File: config.mk
export PLATFORM = sky130hd
export DESIGN_NAME = hvn_div
export DESIGN_NICKNAME = d
export VERILOG_FILES = /design/src/hw/rtl/hvn_div.sv
export SDC_FILE = /design/constraint.sdc
export NUM_CORES = 1
export LEC_CHECK = 0
export BUFFER_PORTS_ARGS = -buffer_cell sky130_fd_sc_hd__buf_2
export CORE_ASPECT_RATIO = 2
export CORE_MARGIN = 2
export CORE_UTILIZATION = 45
export DETAILED_ROUTE_END_ITERATION = 10
export PLACE_DENSITY = 0.7
export RECOVER_POWER = 25
export SYNTH_ARGS = -nofsm -noshare
export SYNTH_HDL_FRONTEND = slang
export SYNTH_SLANG_ARGS = --single-unit
File: constraint.sdc
create_clock -name clk_i -period 2.14 [get_ports clk_i]
set_input_delay 0.214 -clock clk_i [delete_from_list [all_inputs] [get_ports clk_i]]
set_output_delay 0.214 -clock clk_i [all_outputs]
set_load 0.005 [all_outputs]
File: src/hw/rtl/hvn_div.sv
// Restoring divider that produces one quotient bit per cycle.
module hvn_div #(
  parameter int DEN_W = 16,
  parameter int Q_W   = 16
) (
  input  logic             clk_i,
  input  logic             rst_ni,
  input  logic             start_i,
  input  logic [DEN_W-1:0] rem_init_i,
  input  logic [Q_W-1:0]   num_lo_i,
  input  logic [DEN_W-1:0] den_i,
  output logic [Q_W-1:0]   quot_o,
  output logic             done_o
);

  localparam int CntW = $clog2(Q_W + 1);

  logic             busy_q;
  logic [CntW-1:0]  cnt_q;
  logic [DEN_W-1:0] rem_q;
  logic [DEN_W-1:0] den_q;
  logic [Q_W-1:0]   lo_q;
  logic [Q_W-1:0]   quot_q;
  logic [DEN_W:0]   shifted;
  logic             ge;

  assign shifted = {rem_q, lo_q[Q_W-1]};
  assign ge      = shifted >= {1'b0, den_q};

  always_ff @(posedge clk_i or negedge rst_ni) begin
    if (!rst_ni) begin
      busy_q <= 1'b0;
      cnt_q  <= '0;
    end else if (start_i) begin
      busy_q <= 1'b1;
      cnt_q  <= CntW'(Q_W);
    end else if (busy_q) begin
      cnt_q  <= cnt_q - 1'b1;
      busy_q <= cnt_q != CntW'(1);
    end
  end

  always_ff @(posedge clk_i) begin
    if (start_i) begin
      rem_q <= rem_init_i;
      lo_q  <= num_lo_i;
      den_q <= den_i;
    end else if (busy_q) begin
      rem_q  <= ge ? DEN_W'(shifted - {1'b0, den_q}) : DEN_W'(shifted);
      lo_q   <= {lo_q[Q_W-2:0], 1'b0};
      quot_q <= {quot_q[Q_W-2:0], ge};
    end
  end

  assign quot_o = quot_q;
  assign done_o = !busy_q;

endmodule

==> metrics.md <==
| Metric | Value |
|---|---|
| Status | complete, but fails checks |
| Failing checks | setup timing |
| FMAX | roughly 420 MHz |
| Number of distinct library cells after synthesis | 51 |
| Crit-path slowest cell | edfxtp_1 |
| HPWL after DPL | 6.21 mm |
| CTS tree | yes |
| # setup viols final | 17 |
| Worst hold path stage count | 1 |
| Initial Util | 45.9% |
| Crit path cell chain | ha_4 -> and4_4 -> o211ai_2 -> nand3_2 -> a21oi_4 -> buf_4 -> a31o_4 -> buf_4 -> a221o_1 |
| Yosys reg bits | 70 |
| Mapped Area | roughly 3600 um2 |
| Nets | approximately 510 |
| Syn_area_per_cell | between 10 and 15 um2 |
| Total global-route track usage | between 20% and 30% |
| Maximum clock insertion buffer count | 2 |
| Final worst slack | -0.229 ns |
| Final Non-Filler Cells | approximately 540 |
| CTS Buf Count | 9 |
| CP dominant cell by count | buf_4 |
| Critical Path RT | roughly 2.2 ns |
| Critical path fanouts, max | 6 |
| Hold Crit Class | in -> reg |
| DRT Pass-1 Iters | 5 |
| Most common cell after layout, fill and taps aside | buf_2 |
| I/O Buffers | 67 |
| DR vias/cell | ~5.3 |
| Antenna violations before repair | 0 |
| CTS Root Cell | clkbuf_16 |
| Ports | between 60 and 70 |
| DP Cell Count | 507 |
| Die area | 8820 um2 |
| Reg2reg setup slack | -0.23 ns |
| Yosys warnings | 0 |
| Fin. Hold Viols | 0 |
| Share of layout cells above drive strength 1 | between 40% and 50% |
| Most frequent cells in the layout | 66 x buf_2, 64 x edfxtp_1, 60 x buf_4 |
| Clock period minus worst slack | between 2 and 2.5 ns |
| Critical Path AT | between 2 and 2.5 ns |
| Total wire length | 8.63 mm |
| Core ar. | around 8000 um2 |
| CP Capture Type | flip-flop |
| Antenna-violating nets left | 0 |
| Pwr dens | between 1000 and 1500 nW/um2 |
| Pin count of the biggest net entering global routing | 42 |
| Clock sink total | 70 |
| VDD IR-drop max | between 0.0009 and 0.001 V |
| Grt total ovfl | 0 |
| Slew margin rel. | approximately an eighth |
| Skew-Pair Late Insertion Delay | approximately 0.34 ns |
| GP Congestion | ~0.9 |
| Number of cells on the worst reg-to-reg path | 9 |
| Critical path type | reg -> reg |
| Startpoint types | flip-flop |
| # diodes | 0 |
| Total power | around 7.5 mW |
| Worst Path Buf+Inv | 2 |
| Die Ht | approximately 130 um |
| Kind of cell adding the most delay to the critical path | compound AO/OA/AOI/OAI gates |
| Ys flop type | edfxtp_1 |
| Clk slew on worst S/H paths | ~0.06 ns |
| WL/cell | 16.1 um |
| First-pass GRT wire length | about 14 mm |
| Critical Path Stages | 9 |
| Max stage delay on crit path | approximately 0.42 ns |
| Setup Skew | between 0.005 and 0.006 ns |
| Synth Instances | about 300 |
| Die width | slightly below 70 um |
| Number of global-route vias before repair | ~3,000 |
| Register area share after synthesis | approximately 57% |
| Area grow syn2layout | 43.7% |
| Tcrit/Tclk final | 111% |
| Final core occ | between 60% and 70% |
| Async set-or-reset flop fraction in the synthesized netlist | under 10% |
| Cell row count | between 40 and 50 |
| Slew at the pin closest to its max-slew limit | about 1.3 ns |
| Post-synth EDFFs | 64 |
| Net Count, Synth | approximately 370 |
| Max-Cap Viols | 0 |
| Vias post-DR | between 2,000 and 3,000 |
| H-tree Lvls | 3 |
| Slew Viols, Final | 0 |
| TNS Setup | -2.63 ns |
| RSZ-0062 raised after global routing | true |
| Drt drc | 0 |
| Leakage | around 2.2 nW |
| Starting DRT DRC Count | 121 |
[cells in the mapped netlist, types with 4 or more instances]
master / count / area, um2
nor2b_1: 7 / 43.8
xnor2_1: 11 / 96.3
mux2_2: 16 / 180
nand2_1: 19 / 71.3
mux2i_1: 9 / 90.1
o21ai_1: 8 / 40.0
nand3_1: 4 / 20.0
a21oi_1: 22 / 110
ha_1: 18 / 225
edfxtp_1: 64 / 1920
o21ai_0: 7 / 35.0
inv_1: 27 / 101
nor3_1: 4 / 20.0
xor2_1: 4 / 35.0
nor2_1: 13 / 48.8
clkbuf_1: 5 / 18.8
dfrtp_1: 6 / 150
[area by class of cell]
class | count | area, um2
Tap cell | 96 | 120
Clock buffer | 9 | 225
Sequential cell | 70 | 2070
Inverter | 28 | 113
Clock inverter | 7 | 73.8
Timing Repair Buffer | 134 | 880
Timing Repair inverter | 1 | 8.76
Fill cell | 608 | 2680
Multi-Input combinational cell | 191 | 1710
[layer usage]
layer / GRT usage [%] / vias to the layer above / routed length, um
met1: 20.1 / 1370 / 3010
met2: 40.4 / 68 / 5030
met4: 11.5 / 0 / 309
met3: 4.88 / 30 / 285
li1: - / 1370 / -
met5: 0 / - / 0
[repair_timing]
item / 4_1_cts / 5_1_grt
gates resized for setup: 24 / 23
hold buffers: 1 / 0
hold endpoints to repair: 6 / 0
endpoints found under the setup margin: 17 / 17
setup buffers: 7 / 4
cloned: 2 / 0
pin swaps: 14 / 12
[flip-flops by register name, indices dropped and copies added (netlist names)]
name    count
cnt_q       5
lo_q       16
den_q      16
quot_o     16
rem_q      16
busy_q      1
[where the power goes]
group          total [mW]  internal, mW  switching (mW)  leakage [nW]
Combinational        3.93          2.09            1.84          1.35
Clock                1.47         0.902           0.573         0.136
Sequential           2.11          1.90           0.211         0.724
Total                7.52          4.90            2.62          2.21
[worst reg2reg max path, stage by stage, from the launching register on]
cell and delay (ns):
edfxtp_1 0.42, ha_4 0.35, and4_4 0.24, o211ai_2 0.11
nand3_2 0.11, a21oi_4 0.09, buf_4 0.14, a31o_4 0.24
buf_4 0.15, a221o_1 0.28
[per-stage QoR]
step | hold slack [ns] | area (um2) | setup WS (ns)
final | 0.0476 | 5200 | -0.229
after floorplan | -0.0816 | 3740 | -0.0476
after global placement | 0.0407 | 4600 | -0.178
after detailed placement | 0.0448 | 4600 | -0.232
after global routing | 0.0454 | 5200 | -0.315
after CTS | 0.0392 | 5080 | -0.229
[logic make-up after synthesis]
group | count (synthesis) | share of synthesized area, %
buf+inv | 35 | 3.80
fa+ha+maj | 19 | 6.77
compound gates | 69 | 12.5
xor+xnor | 15 | 3.63
flops | 70 | 57.2
simple gates | 62 | 8.57
mux | 25 | 7.46
[path summary, 6_finish.rpt]
| kind | startpoint | end |
|---|---|---|
| hold reg to reg | quot_o[4] | quot_o[5] |
| max in group asynchronous | rst_ni | cnt_q[0] |
| setup reg to reg | rem_q[4] | rem_q[9] |
| hold / removal | den_i[9] | den_q[9] |
| setup / recovery | rem_q[4] | rem_q[9] |
| min in group asynchronous | rst_ni | cnt_q[2] |
Power figures use the tool's default switching activity.
